$ cat src/rtl/core/rsp_pkg.sv
// shared types, widths and codes for the reflow setpoint profile unit
package rsp_pkg;

    // field widths
    localparam int TIME_W      = 10;
    localparam int TEMP_W      = 9;
    localparam int ELAPSED_W   = 16;
    localparam int TARGET_W    = 13;
    localparam int SEG_W       = 3;
    localparam int SUM_W       = 13;
    localparam int PROD_W      = TEMP_W + TIME_W;
    localparam int FRAC_W      = 4;
    localparam int NUM_W       = PROD_W + FRAC_W;
    localparam int CNT_W       = $clog2(NUM_W);
    localparam int CFG_INDEX_W = 3;
    localparam int CFG_DATA_W  = 10;

    // queue between classifier and interpolator
    localparam int QUEUE_DEPTH = 2;
    localparam int QPTR_W      = $clog2(QUEUE_DEPTH);
    localparam int QCNT_W      = $clog2(QUEUE_DEPTH + 1);

    // profile constants
    localparam logic [TEMP_W-1:0] RSP_START_TEMP   = 9'd0;
    localparam logic [TIME_W-1:0] RSP_PEAK_SECONDS = 10'd20;

    // segment codes
    localparam logic [SEG_W-1:0] SEG_PREHEAT = 3'd0;
    localparam logic [SEG_W-1:0] SEG_SOAK    = 3'd1;
    localparam logic [SEG_W-1:0] SEG_REFLOW  = 3'd2;
    localparam logic [SEG_W-1:0] SEG_PEAK    = 3'd3;
    localparam logic [SEG_W-1:0] SEG_COOLING = 3'd4;

    // register indexes
    localparam logic [CFG_INDEX_W-1:0] CFG_PREHEAT_SECONDS = 3'd0;
    localparam logic [CFG_INDEX_W-1:0] CFG_SOAK_SECONDS    = 3'd1;
    localparam logic [CFG_INDEX_W-1:0] CFG_REFLOW_SECONDS  = 3'd2;
    localparam logic [CFG_INDEX_W-1:0] CFG_COOLING_SECONDS = 3'd3;
    localparam logic [CFG_INDEX_W-1:0] CFG_PREHEAT_TEMP    = 3'd4;
    localparam logic [CFG_INDEX_W-1:0] CFG_SOAK_TEMP       = 3'd5;
    localparam logic [CFG_INDEX_W-1:0] CFG_REFLOW_TEMP     = 3'd6;
    localparam logic [CFG_INDEX_W-1:0] CFG_COOLING_TEMP    = 3'd7;

    // register reset values
    localparam logic [TIME_W-1:0] RST_PREHEAT_SECONDS = 10'd240;
    localparam logic [TIME_W-1:0] RST_SOAK_SECONDS    = 10'd90;
    localparam logic [TIME_W-1:0] RST_REFLOW_SECONDS  = 10'd90;
    localparam logic [TIME_W-1:0] RST_COOLING_SECONDS = 10'd120;
    localparam logic [TEMP_W-1:0] RST_PREHEAT_TEMP    = 9'd150;
    localparam logic [TEMP_W-1:0] RST_SOAK_TEMP       = 9'd170;
    localparam logic [TEMP_W-1:0] RST_REFLOW_TEMP     = 9'd240;
    localparam logic [TEMP_W-1:0] RST_COOLING_TEMP    = 9'd100;

    // profile settings as one bundle
    typedef struct packed {
        logic [TIME_W-1:0] preheat_seconds;
        logic [TIME_W-1:0] soak_seconds;
        logic [TIME_W-1:0] reflow_seconds;
        logic [TIME_W-1:0] cooling_seconds;
        logic [TEMP_W-1:0] preheat_temp;
        logic [TEMP_W-1:0] soak_temp;
        logic [TEMP_W-1:0] reflow_temp;
        logic [TEMP_W-1:0] cooling_temp;
    } cfg_t;

    // classified word: base*16 +/- trunc(delta*16*offset/length)
    typedef struct packed {
        logic [TEMP_W-1:0] base_temp;
        logic [TEMP_W-1:0] delta;
        logic              falling;
        logic [TIME_W-1:0] offset;
        logic [TIME_W-1:0] length;
        logic [SEG_W-1:0]  seg;
        logic              done;
    } op_t;

endpackage

$ cat src/rtl/core/reflow_setpoint_profile_unit.sv
// Reflow setpoint profile unit: elapsed seconds in, oven setpoint in 1/16 degree out.
// Each word passes through the interpolator in order: queue pop, a multiply step, a
// bit-serial restoring divider, and a load into the output register, which waits while
// the output is stalled; the next word is popped only after that load. The input side is
// taken into a two-word queue and stalls only while that queue is full, and the output
// register holds a finished word while the next one is computed. Settings must be written
// only while the unit is idle; the unit itself does not enforce this.
module reflow_setpoint_profile_unit
    import rsp_pkg::*;
#(
    parameter logic [TEMP_W-1:0] START_TEMP   = RSP_START_TEMP,
    parameter logic [TIME_W-1:0] PEAK_SECONDS = RSP_PEAK_SECONDS
)
(
    input  logic                   clk,
    input  logic                   rst_n,
    input  logic                   cfg_write,
    input  logic [CFG_INDEX_W-1:0] cfg_index,
    input  logic [CFG_DATA_W-1:0]  cfg_data,
    input  logic                   in_valid,
    output logic                   in_stall,
    input  logic [ELAPSED_W-1:0]   elapsed_seconds,
    output logic                   out_valid,
    input  logic                   out_stall,
    output logic [TARGET_W-1:0]    target_temp,
    output logic                   profile_done,
    output logic [SEG_W-1:0]       segment
);

    cfg_t cfg_reg;
    op_t  front_op, head_op;
    logic q_full, q_empty, q_push, q_pop;

    // settings registers
    always_ff @(posedge clk or negedge rst_n)
    begin
        if (!rst_n)
        begin
            cfg_reg.preheat_seconds <= RST_PREHEAT_SECONDS;
            cfg_reg.soak_seconds    <= RST_SOAK_SECONDS;
            cfg_reg.reflow_seconds  <= RST_REFLOW_SECONDS;
            cfg_reg.cooling_seconds <= RST_COOLING_SECONDS;
            cfg_reg.preheat_temp    <= RST_PREHEAT_TEMP;
            cfg_reg.soak_temp       <= RST_SOAK_TEMP;
            cfg_reg.reflow_temp     <= RST_REFLOW_TEMP;
            cfg_reg.cooling_temp    <= RST_COOLING_TEMP;
        end
        else if (cfg_write)
        begin
            unique case (cfg_index)
                CFG_PREHEAT_SECONDS: cfg_reg.preheat_seconds <= cfg_data;
                CFG_SOAK_SECONDS:    cfg_reg.soak_seconds    <= cfg_data;
                CFG_REFLOW_SECONDS:  cfg_reg.reflow_seconds  <= cfg_data;
                CFG_COOLING_SECONDS: cfg_reg.cooling_seconds <= cfg_data;
                CFG_PREHEAT_TEMP:    cfg_reg.preheat_temp    <= cfg_data[TEMP_W-1:0];
                CFG_SOAK_TEMP:       cfg_reg.soak_temp       <= cfg_data[TEMP_W-1:0];
                CFG_REFLOW_TEMP:     cfg_reg.reflow_temp     <= cfg_data[TEMP_W-1:0];
                CFG_COOLING_TEMP:    cfg_reg.cooling_temp    <= cfg_data[TEMP_W-1:0];
                default:             cfg_reg                 <= cfg_reg;
            endcase
        end
    end

    // input handshake into the queue
    assign in_stall = q_full;
    assign q_push   = in_valid && !q_full;

    // classifier
    rsp_front #(
        .START_TEMP   (START_TEMP),
        .PEAK_SECONDS (PEAK_SECONDS)
    ) u_front (
        .cfg             (cfg_reg),
        .elapsed_seconds (elapsed_seconds),
        .op              (front_op)
    );

    // decoupling queue
    rsp_queue u_queue (
        .clk     (clk),
        .rst_n   (rst_n),
        .push    (q_push),
        .push_op (front_op),
        .pop     (q_pop),
        .head_op (head_op),
        .full    (q_full),
        .empty   (q_empty)
    );

    // interpolator
    rsp_back u_back (
        .clk          (clk),
        .rst_n        (rst_n),
        .head_op      (head_op),
        .empty        (q_empty),
        .pop          (q_pop),
        .out_valid    (out_valid),
        .out_stall    (out_stall),
        .target_temp  (target_temp),
        .profile_done (profile_done),
        .segment      (segment)
    );

endmodule

$ cat src/rtl/core/rsp_front.sv
// classifier: finds the profile segment and sets up the interpolation word
module rsp_front
    import rsp_pkg::*;
#(
    parameter logic [TEMP_W-1:0] START_TEMP   = RSP_START_TEMP,
    parameter logic [TIME_W-1:0] PEAK_SECONDS = RSP_PEAK_SECONDS
)
(
    input  cfg_t                 cfg,
    input  logic [ELAPSED_W-1:0] elapsed_seconds,
    output op_t                  op
);

    logic [SUM_W-1:0]     end1, end2, end3, end4, end5;
    logic [ELAPSED_W-1:0] off1, off2, off4;
    logic [TEMP_W-1:0]    t1, t2;
    logic [TIME_W-1:0]    offset, length;
    logic [SEG_W-1:0]     seg;
    logic                 done;

    // running segment end times
    assign end1 = SUM_W'(cfg.preheat_seconds);
    assign end2 = end1 + SUM_W'(cfg.soak_seconds);
    assign end3 = end2 + SUM_W'(cfg.reflow_seconds);
    assign end4 = end3 + SUM_W'(PEAK_SECONDS);
    assign end5 = end4 + SUM_W'(cfg.cooling_seconds);

    // time into each ramp segment
    assign off1 = elapsed_seconds - ELAPSED_W'(end1);
    assign off2 = elapsed_seconds - ELAPSED_W'(end2);
    assign off4 = elapsed_seconds - ELAPSED_W'(end4);

    // segment select
    always_comb
    begin
        done   = 1'b0;
        seg    = SEG_PREHEAT;
        t1     = START_TEMP;
        t2     = cfg.preheat_temp;
        offset = elapsed_seconds[TIME_W-1:0];
        length = cfg.preheat_seconds;
        if (elapsed_seconds < ELAPSED_W'(end1))
        begin
            seg = SEG_PREHEAT;
        end
        else if (elapsed_seconds < ELAPSED_W'(end2))
        begin
            seg    = SEG_SOAK;
            t1     = cfg.preheat_temp;
            t2     = cfg.soak_temp;
            offset = off1[TIME_W-1:0];
            length = cfg.soak_seconds;
        end
        else if (elapsed_seconds < ELAPSED_W'(end3))
        begin
            seg    = SEG_REFLOW;
            t1     = cfg.soak_temp;
            t2     = cfg.reflow_temp;
            offset = off2[TIME_W-1:0];
            length = cfg.reflow_seconds;
        end
        else if (elapsed_seconds < ELAPSED_W'(end4))
        begin
            // hold: zero slope
            seg    = SEG_PEAK;
            t1     = cfg.reflow_temp;
            t2     = cfg.reflow_temp;
            offset = '0;
            length = TIME_W'(1);
        end
        else if (elapsed_seconds > ELAPSED_W'(end5))
        begin
            // past the end of cooling: zero setpoint
            seg    = SEG_COOLING;
            done   = 1'b1;
            t1     = '0;
            t2     = '0;
            offset = '0;
            length = TIME_W'(1);
        end
        else
        begin
            seg    = SEG_COOLING;
            t1     = cfg.reflow_temp;
            t2     = cfg.cooling_temp;
            offset = off4[TIME_W-1:0];
            length = cfg.cooling_seconds;
        end
    end

    // slope magnitude and sign
    assign op = '{
        base_temp: t1,
        delta:     (t2 < t1) ? (t1 - t2) : (t2 - t1),
        falling:   (t2 < t1),
        offset:    offset,
        length:    (length == '0) ? TIME_W'(1) : length,
        seg:       seg,
        done:      done
    };

endmodule

$ cat src/rtl/core/rsp_queue.sv
// two-entry queue of classified words between classifier and interpolator
module rsp_queue
    import rsp_pkg::*;
(
    input  logic clk,
    input  logic rst_n,
    input  logic push,
    input  op_t  push_op,
    input  logic pop,
    output op_t  head_op,
    output logic full,
    output logic empty
);

    op_t               entry_reg [QUEUE_DEPTH];
    logic [QPTR_W-1:0] wr_ptr_reg, rd_ptr_reg;
    logic [QCNT_W-1:0] count_reg;

    assign full    = (count_reg == QCNT_W'(QUEUE_DEPTH));
    assign empty   = (count_reg == '0);
    assign head_op = entry_reg[rd_ptr_reg];

    // storage
    always_ff @(posedge clk)
    begin
        if (push)
        begin
            entry_reg[wr_ptr_reg] <= push_op;
        end
    end

    // pointers and fill count
    always_ff @(posedge clk or negedge rst_n)
    begin
        if (!rst_n)
        begin
            wr_ptr_reg <= '0;
            rd_ptr_reg <= '0;
            count_reg  <= '0;
        end
        else
        begin
            if (push)
            begin
                wr_ptr_reg <= (wr_ptr_reg == QPTR_W'(QUEUE_DEPTH - 1)) ? '0 : wr_ptr_reg + 1'b1;
            end
            if (pop)
            begin
                rd_ptr_reg <= (rd_ptr_reg == QPTR_W'(QUEUE_DEPTH - 1)) ? '0 : rd_ptr_reg + 1'b1;
            end
            if (push && !pop)
            begin
                count_reg <= count_reg + 1'b1;
            end
            else if (pop && !push)
            begin
                count_reg <= count_reg - 1'b1;
            end
        end
    end

endmodule

$ cat src/rtl/core/rsp_back.sv
// interpolator: multiply, bit-serial divide, then output register
module rsp_back
    import rsp_pkg::*;
(
    input  logic                clk,
    input  logic                rst_n,
    input  op_t                 head_op,
    input  logic                empty,
    output logic                pop,
    output logic                out_valid,
    input  logic                out_stall,
    output logic [TARGET_W-1:0] target_temp,
    output logic                profile_done,
    output logic [SEG_W-1:0]    segment
);

    localparam logic [1:0] ST_IDLE   = 2'd0;
    localparam logic [1:0] ST_MUL    = 2'd1;
    localparam logic [1:0] ST_DIV    = 2'd2;
    localparam logic [1:0] ST_FINISH = 2'd3;

    logic [1:0]          state_reg, state_next;
    op_t                 op_reg;
    logic [NUM_W-1:0]    num_reg;
    logic [TIME_W-1:0]   rem_reg;
    logic [CNT_W-1:0]    cnt_reg;
    logic                out_valid_reg;
    logic [TARGET_W-1:0] target_reg;
    logic                done_reg;
    logic [SEG_W-1:0]    seg_reg;

    logic [PROD_W-1:0]   product;
    logic [TIME_W:0]     rem_shift;
    logic                rem_ge;
    logic [TIME_W-1:0]   rem_next;
    logic [NUM_W-1:0]    num_next;
    logic [TARGET_W-1:0] base16, quotient, result;
    logic                out_load;

    assign pop = (state_reg == ST_IDLE) && !empty;

    // one restoring division step
    assign product   = PROD_W'(op_reg.delta) * PROD_W'(op_reg.offset);
    assign rem_shift = {rem_reg, num_reg[NUM_W-1]};
    assign rem_ge    = (rem_shift >= {1'b0, op_reg.length});
    assign rem_next  = rem_ge ? TIME_W'(rem_shift - {1'b0, op_reg.length}) : rem_shift[TIME_W-1:0];
    assign num_next  = {num_reg[NUM_W-2:0], rem_ge};

    // setpoint from base and quotient
    assign base16   = {op_reg.base_temp, {FRAC_W{1'b0}}};
    assign quotient = num_reg[TARGET_W-1:0];
    assign result   = op_reg.falling ? (base16 - quotient) : (base16 + quotient);
    assign out_load = (state_reg == ST_FINISH) && (!out_valid_reg || !out_stall);

    // sequencer
    always_comb
    begin
        state_next = state_reg;
        unique case (state_reg)
            ST_IDLE:
            begin
                if (!empty)
                begin
                    state_next = ST_MUL;
                end
            end
            ST_MUL:
            begin
                state_next = ST_DIV;
            end
            ST_DIV:
            begin
                if (cnt_reg == CNT_W'(NUM_W - 1))
                begin
                    state_next = ST_FINISH;
                end
            end
            ST_FINISH:
            begin
                if (out_load)
                begin
                    state_next = ST_IDLE;
                end
            end
            default:
            begin
                state_next = ST_IDLE;
            end
        endcase
    end

    // control registers
    always_ff @(posedge clk or negedge rst_n)
    begin
        if (!rst_n)
        begin
            state_reg     <= ST_IDLE;
            cnt_reg       <= '0;
            out_valid_reg <= 1'b0;
        end
        else
        begin
            state_reg <= state_next;
            if (state_reg == ST_MUL)
            begin
                cnt_reg <= '0;
            end
            else if (state_reg == ST_DIV)
            begin
                cnt_reg <= cnt_reg + 1'b1;
            end
            if (out_load)
            begin
                out_valid_reg <= 1'b1;
            end
            else if (!out_stall)
            begin
                out_valid_reg <= 1'b0;
            end
        end
    end

    // datapath registers
    always_ff @(posedge clk)
    begin
        if (pop)
        begin
            op_reg <= head_op;
        end
        if (state_reg == ST_MUL)
        begin
            num_reg <= {product, {FRAC_W{1'b0}}};
            rem_reg <= '0;
        end
        else if (state_reg == ST_DIV)
        begin
            num_reg <= num_next;
            rem_reg <= rem_next;
        end
        if (out_load)
        begin
            target_reg <= result;
            done_reg   <= op_reg.done;
            seg_reg    <= op_reg.seg;
        end
    end

    assign out_valid    = out_valid_reg;
    assign target_temp  = target_reg;
    assign profile_done = done_reg;
    assign segment      = seg_reg;

endmodule
$ cat config.mk
export PLATFORM = sky130hd
export DESIGN_NAME = reflow_setpoint_profile_unit
export DESIGN_NICKNAME = d
export VERILOG_FILES = /design/src/rtl/core/rsp_pkg.sv /design/src/rtl/core/reflow_setpoint_profile_unit.sv /design/src/rtl/core/rsp_front.sv /design/src/rtl/core/rsp_queue.sv /design/src/rtl/core/rsp_back.sv
export SDC_FILE = /design/constraint.sdc
export NUM_CORES = 1
export LEC_CHECK = 0
export ABC_AREA = 1
export BUFFER_PORTS_ARGS = -buffer_cell sky130_fd_sc_hd__clkbuf_2
export CAP_MARGIN = 15
export CORE_ASPECT_RATIO = 1.1
export CORE_MARGIN = 4
export CORE_UTILIZATION = 51
export DETAILED_ROUTE_END_ITERATION = 12
export PLACE_DENSITY = 0.7
export SYNTH_ARGS = -nofsm -noshare
export SYNTH_HDL_FRONTEND = slang
export SYNTH_SLANG_ARGS = --single-unit
export TNS_END_PERCENT = 1
$ cat constraint.sdc
create_clock -name clk -period 6.7 [get_ports clk]
set_clock_uncertainty 0.15 [all_clocks]
set_input_delay 0 -clock clk [delete_from_list [all_inputs] [get_ports clk]]
set_output_delay 0 -clock clk [all_outputs]
set_load 0.005 [all_outputs]
==> impl_metrics.tcl, run 1 <==
set metrics [dict create \
    highest_layer "met4" \
    clock-sinks 267 \
    fillerInstances 3208 \
    layout_min_cycle_time_ns 7.36 \
    drv_cap 0 \
    multi_input_area_sq_um 10500 \
    ys_seq_area_share_pct 38.9 \
    cpPeakStageDelay_ns 0.39 \
    numCtsBuffers 28 \
    antennaDiodeCount 0 \
    nNetsFinal 2768 \
    cts_tree "built" \
    met1Wirelength_um 20400 \
    max-slew-margin-rel_pct 26.3 \
    grt_pass1_wl_um 77500 \
    cp_common_cell "nand2_1" \
    first_pass_iters 6 \
    grt_pass1_vias 15600 \
    worstPathRequired_ns 6.87 \
    synth_seq_cells 267 \
    grt_usage_pct 23.2 \
    synthTopCellsByArea "edfxtp_1 26%, nand2_1 12%, ha_1 12%" \
    root_buffer "clkbuf_16" \
    die_h_um 212 \
    ys_types 61 \
    yosysWarnings 0 \
    hold_viol_final 0 \
    drive_above_1_share_pct 17.0 \
    ys.flop_type "edfxtp_1" \
    start_util_pct 51.7 \
    syn_area_per_cell_sq_um 8.48 \
    grt_overflow 0 \
    num_vias 15800 \
    grt_antenna_before_repair 0 \
    netlist_instances 2270 \
    fin_util_pct 61.4 \
    place_congestion 0.920 \
    instances_no_fill 3004 \
    postSynth.asyncResetShare_pct 33.0 \
    cp.arrival_ns 7.53 \
    via_per_inst 5.24 \
    path_class "reg -> reg" \
    clk_latency_ns 0.58 \
    synthTopCellsByCount "621 x nand2_1, 326 x inv_1, 179 x ha_1, 165 x edfxtp_1, 165 x o21ai_0" \
    cp_max_fo 7 \
    clock_path_buffers 3 \
    status "finished with violations" \
    setup_viol 18 \
    hold_class "in -> reg" \
    first_iter_violations 998 \
    period_share_pct 110 \
    drc 0 \
    dp.cells 2895 \
    regArea_sq_um 7480 \
    die_area_sq_um 40900 \
    worstSetupEndpointType "flop" \
    clk_pin_slew_ns 0.06 \
    h-tree-depth 1 \
    port_buffers 52 \
    yosysTopAreaCell "edfxtp_1" \
    critPathSlowestCell "fa_2" \
    synth_edf_count 165 \
    fmax_mhz 136 \
    io_pins 53 \
    violations "negative setup slack" \
    wl_per_cell_um 15.7 \
    start_kind "flop" \
    worstMarginPinSlew_ns 1.10 \
    dieWidth_um 193 \
    syn_area_sq_um 19200 \
    synth_top_area_share_pct 25.8 \
    syn2layout_area_growth_pct 18.7 \
    drtAntennaViolNets 0 \
    grt_max_degree 82 \
    largest_register_ffs 86 \
    fin_ws_ns -0.660 \
    hpwl_um 35700 \
    synth.most_common_cell "nand2_1" \
    dr_wl_met3_um 1760 \
    std_cell_rows 74 \
    drt-total-wl_um 47300 \
    slew_violations 0 \
    synth_fp_nets 2550 \
    coreArea_sq_um 37200 \
    dr_wl_met2_um 23600 \
    rsz0062_at_grt "yes" \
]
-- placed cells by master (no fill, tap or decap), types with 24 or more instances in the layout --
| cell | synthesis | layout |
|---|---|---|
| a21oi_1 | 147 | 137 |
| buf_4 | 6 | 161 |
| clkbuf_16 | 0 | 30 |
| clkbuf_2 | 0 | 51 |
| dfrtp_1 | 57 | 57 |
| dfstp_2 | 31 | 31 |
| dlygate4sd3_1 | 0 | 45 |
| edfxtp_1 | 165 | 165 |
| fa_1 | 67 | 65 |
| ha_1 | 179 | 168 |
| inv_1 | 326 | 321 |
| nand2_1 | 621 | 602 |
| nand2_2 | 11 | 24 |
| nand3_1 | 58 | 56 |
| nor2_1 | 82 | 80 |
| o21ai_0 | 165 | 157 |
| xnor2_1 | 25 | 24 |
| xor2_1 | 54 | 48 |
-- cell type report --
type                            instances  area share [%]
Multi-Input combinational cell       1585            46.1
Tap cell                              494            2.71
Clock inverter                         14           0.564
Sequential cell                       267            32.7
Timing Repair Buffer                  262            8.62
Inverter                              344            5.69
Clock buffer                           38            3.57
-- through the flow --
stage	setup TNS (ns)	worst slack, ns	hold slack, ns	cell area, sq um
final	-11.16	-0.660	0.0485	22800
after global placement	-9.79	-0.576	-0.333	21000
after detailed placement	-13.63	-0.827	-0.330	21000
after CTS	-7.58	-0.460	0.0133	22500
after global routing	-20.64	-1.20	0.0937	22800
after floorplan	-8.25	-0.508	-0.446	19300
-- metal layers --
layer,up-vias,track usage [%]
li1,7842,-
met1,7449,29.9
met2,366,41.5
met3,97,2.16
met4,0,7.03
met5,-,0
-- kinds of logic after synthesis --
group	synth area share, %
and+or+nand+nor	17.9
AOI/OAI and AO/OA	12.4
buffers and inverters	8.49
DFF	38.9
adders and majority gates	18.6
xor gates and xnor gates	3.68
muxes	0.104
other	0.0195
-- worst max-delay path: cells and delay by family, from the launching register on --
| kind | cells | cell delay (ns) |
|---|---|---|
| buffers and inverters | 10 | 0.94 |
| AOI/OAI and AO/OA | 13 | 1.56 |
| xor gates and xnor gates | 3 | 0.49 |
| and+or+nand+nor | 16 | 1.70 |
| DFF | 1 | 0.38 |
| adders and majority gates | 7 | 1.87 |
-- worst paths after layout --
check / endpoint / cells after the start / slack [ns] / start
max in group asynchronous: cfg_reg[63]$_DFFE_PN0P_ / 3 / 5.62 / rst_n
worst min register to register: u_back.segment[2]$_DFFE_PP_ / 0 / 0.27 / u_back.op_reg[3]$_DFFE_PP_
worst max-delay path: u_queue.entry_reg[1][30]$_DFFE_PP_ / 49 / -0.66 / cfg_reg[56]$_DFFE_PN0P_
worst min-delay path: u_queue.entry_reg[0][15]$_DFFE_PP_ / 3 / 0.05 / elapsed_seconds[1]
worst max register to register: u_queue.entry_reg[1][30]$_DFFE_PP_ / 49 / -0.66 / cfg_reg[56]$_DFFE_PN0P_
min in group asynchronous: cfg_reg[36]$_DFFE_PN0P_ / 3 / 0.10 / rst_n
-- what timing repair did --
action / in CTS / in global routing
endpoints found under the setup margin: 18 / 24
hold buffers: 45 / 0
gates resized for setup: 33 / 54
pin swaps: 15 / 48
buffers inserted: 2 / 8
endpoints found under the hold margin: 174 / 0
gates cloned: 1 / 0
Power of run 1 is left out: the tool's default activity adds up to more than one toggle a clock period on the data nets, which glitch-free logic cannot reach.
==> run 2, diff against run 1 <==
--- a/config.mk
+++ b/config.mk
@@ -11,7 +11,9 @@
 export CORE_ASPECT_RATIO = 1.1
 export CORE_MARGIN = 4
 export CORE_UTILIZATION = 51
+export CTS_BUF_LIST = sky130_fd_sc_hd__clkbuf_8
 export DETAILED_ROUTE_END_ITERATION = 12
+export GPL_TIMING_DRIVEN = 0
 export PLACE_DENSITY = 0.7
 export SYNTH_ARGS = -nofsm -noshare
 export SYNTH_HDL_FRONTEND = slang
==> run 2 against run 1 <==
Net effect: the run still ends with negative setup slack left; global-route usage increased by 1.6 points; die area unchanged; setup slack got worse by 0.21 ns; count of clock-buffer cells in the layout increased by 8; worst hold slack improved by 0.035 ns; routed wire length increased by 6.7%; via count increased by 2.0%; core utilization increased by 0.48 points; largest cell class unchanged.
==> impl_metrics.tcl, run 2 (synthesized netlist as in run 1, its figures left out) <==
set metrics [dict create \
    status "finished with violations" \
    violations "negative setup slack" \
    cp_common_cell "nand2_1" \
    nNetsFinal 2785 \
    grt_max_degree 44 \
    busiest_layer "met2" \
    use_met2_pct 43.7 \
    start_kind "flop" \
    critPathSlowestCell "dfrtp_1" \
    path_class "reg -> reg" \
    grt_antenna_before_repair 0 \
    fillerInstances 3196 \
    root_buffer "clkbuf_8" \
    worstMarginPinSlew_ns 1.02 \
    worstSetupEndpointType "flop" \
    dpl_worst_slack_ns -2.22 \
    h-tree-depth 2 \
    layout_common_cells "605 x nand2_1, 332 x inv_1, 165 x edfxtp_1, 157 x ha_1, 156 x o21ai_0" \
    period_share_pct 113 \
    tns_ns -14.47 \
    drt-total-wl_um 50400 \
    grt_usage_pct 24.8 \
    first_pass_iters 5 \
    cts_tree "built" \
    slew_violations 0 \
    hold_viol_final 0 \
    layout_min_cycle_time_ns 7.57 \
    port_buffers 52 \
    std_cell_rows 74 \
    drtAntennaViolNets 0 \
    clk_latency_ns 0.60 \
    min_from "out_stall" \
    largest_register_ffs 86 \
    dieWidth_um 193 \
    multi_input_area_sq_um 10900 \
    met3_usage_pct 3.61 \
    final_common_cell "nand2_1" \
    grt_pass1_wl_um 80800 \
    crit_start "cfg_reg[56]$_DFFE_PN0P_" \
    place_congestion 0.944 \
    die_area_sq_um 40900 \
    fmax_mhz 132 \
    die_h_um 212 \
    regArea_sq_um 7480 \
    coreArea_sq_um 37200 \
    place_area_sq_um 20200 \
    drv_cap 0 \
    cp.arrival_ns 7.76 \
    grt_overflow 0 \
    reg2reg_from "cfg_reg[56]$_DFFE_PN0P_" \
    start_util_pct 51.7 \
    fin_ws_ns -0.873 \
    cpPeakStageDelay_ns 0.44 \
    numCtsBuffers 45 \
    clock-sinks 267 \
    max-slew-margin-rel_pct 31.5 \
    clock_path_buffers 3 \
    cp_max_fo 5 \
    hold_class "in -> reg" \
    antennaDiodeCount 0 \
    io_pins 53 \
    drive_above_1_share_pct 16.5 \
    hpwl_um 37300 \
    setup_viol 18 \
    num_vias 16100 \
    rsz0062_at_grt "yes" \
    drc 0 \
    grt_util_met1_pct 30.3 \
    clk_pin_slew_ns 0.06 \
    first_iter_violations 879 \
    wl_per_cell_um 16.6 \
    worstPathRequired_ns 6.89 \
    grt_pass1_vias 16200 \
    via_per_inst 5.30 \
    fin_area_sq_um 23000 \
    syn2layout_area_growth_pct 19.6 \
    fin_util_pct 61.8 \
]
[run 2: timing repair]
action | 4_1_cts | 5_1_grt
buffers inserted | 66 | 17
setup endpoints to repair | 58 | 48
hold endpoints to repair | 216 | 0
resized for setup | 92 | 66
pin swaps | 49 | 62
hold buffers | 52 | 0
cloned | 1 | 0
[run 2: path summary, 6_finish.rpt]
path                                                 endpoint  slack, ns  cells after the start
setup / recovery           u_queue.entry_reg[1][28]$_DFFE_PP_      -0.87                     47
hold / removal                   u_back.out_valid$_DFFE_PN0P_       0.08                      4
setup reg to reg           u_queue.entry_reg[1][28]$_DFFE_PP_      -0.87                     47
hold reg to reg                   u_back.segment[1]$_DFFE_PP_       0.27                      0
max in group asynchronous             cfg_reg[15]$_DFFE_PN1P_       5.54                      4
min in group asynchronous             cfg_reg[50]$_DFFE_PN1P_       0.53                      3
[run 2: final cells by class]
cell class / count / area share (%)
plain buffers: 71 / 1.53
clock buffers: 46 / 2.75
clock inverters: 34 / 0.881
inverters: 344 / 5.64
multi-input cells: 1585 / 47.4
flip-flops and latches: 267 / 32.5
well taps: 494 / 2.69
repair buffers: 191 / 6.59
[run 2: stage by stage]
stage                     hold slack (ns)  std cells
after floorplan                    -0.446       2270
after CTS                         0.00885       3016
after global placement             0.0743       2816
final                              0.0834       3032
after global routing                0.107       3032
after detailed placement          -0.0476       2819
[run 2: per-layer routing]
layer,wire (um),vias to the layer above
met4,2330,0
met1,20500,7618
li1,-,7866
met2,25300,458
met3,2340,127
met5,0,-
[run 2: worst max-delay path: cells and delay by family, from the launching register on]
family,cells,cell delay [ns]
XOR/XNOR,4,0.79
adder cells (fa/ha/maj),6,1.70
buffers and inverters,10,1.06
AO/OA/AOI/OAI,9,1.21
AND/OR/NAND/NOR,18,1.96
flip-flops,1,0.44
Power of run 2 is left out for the same reason.
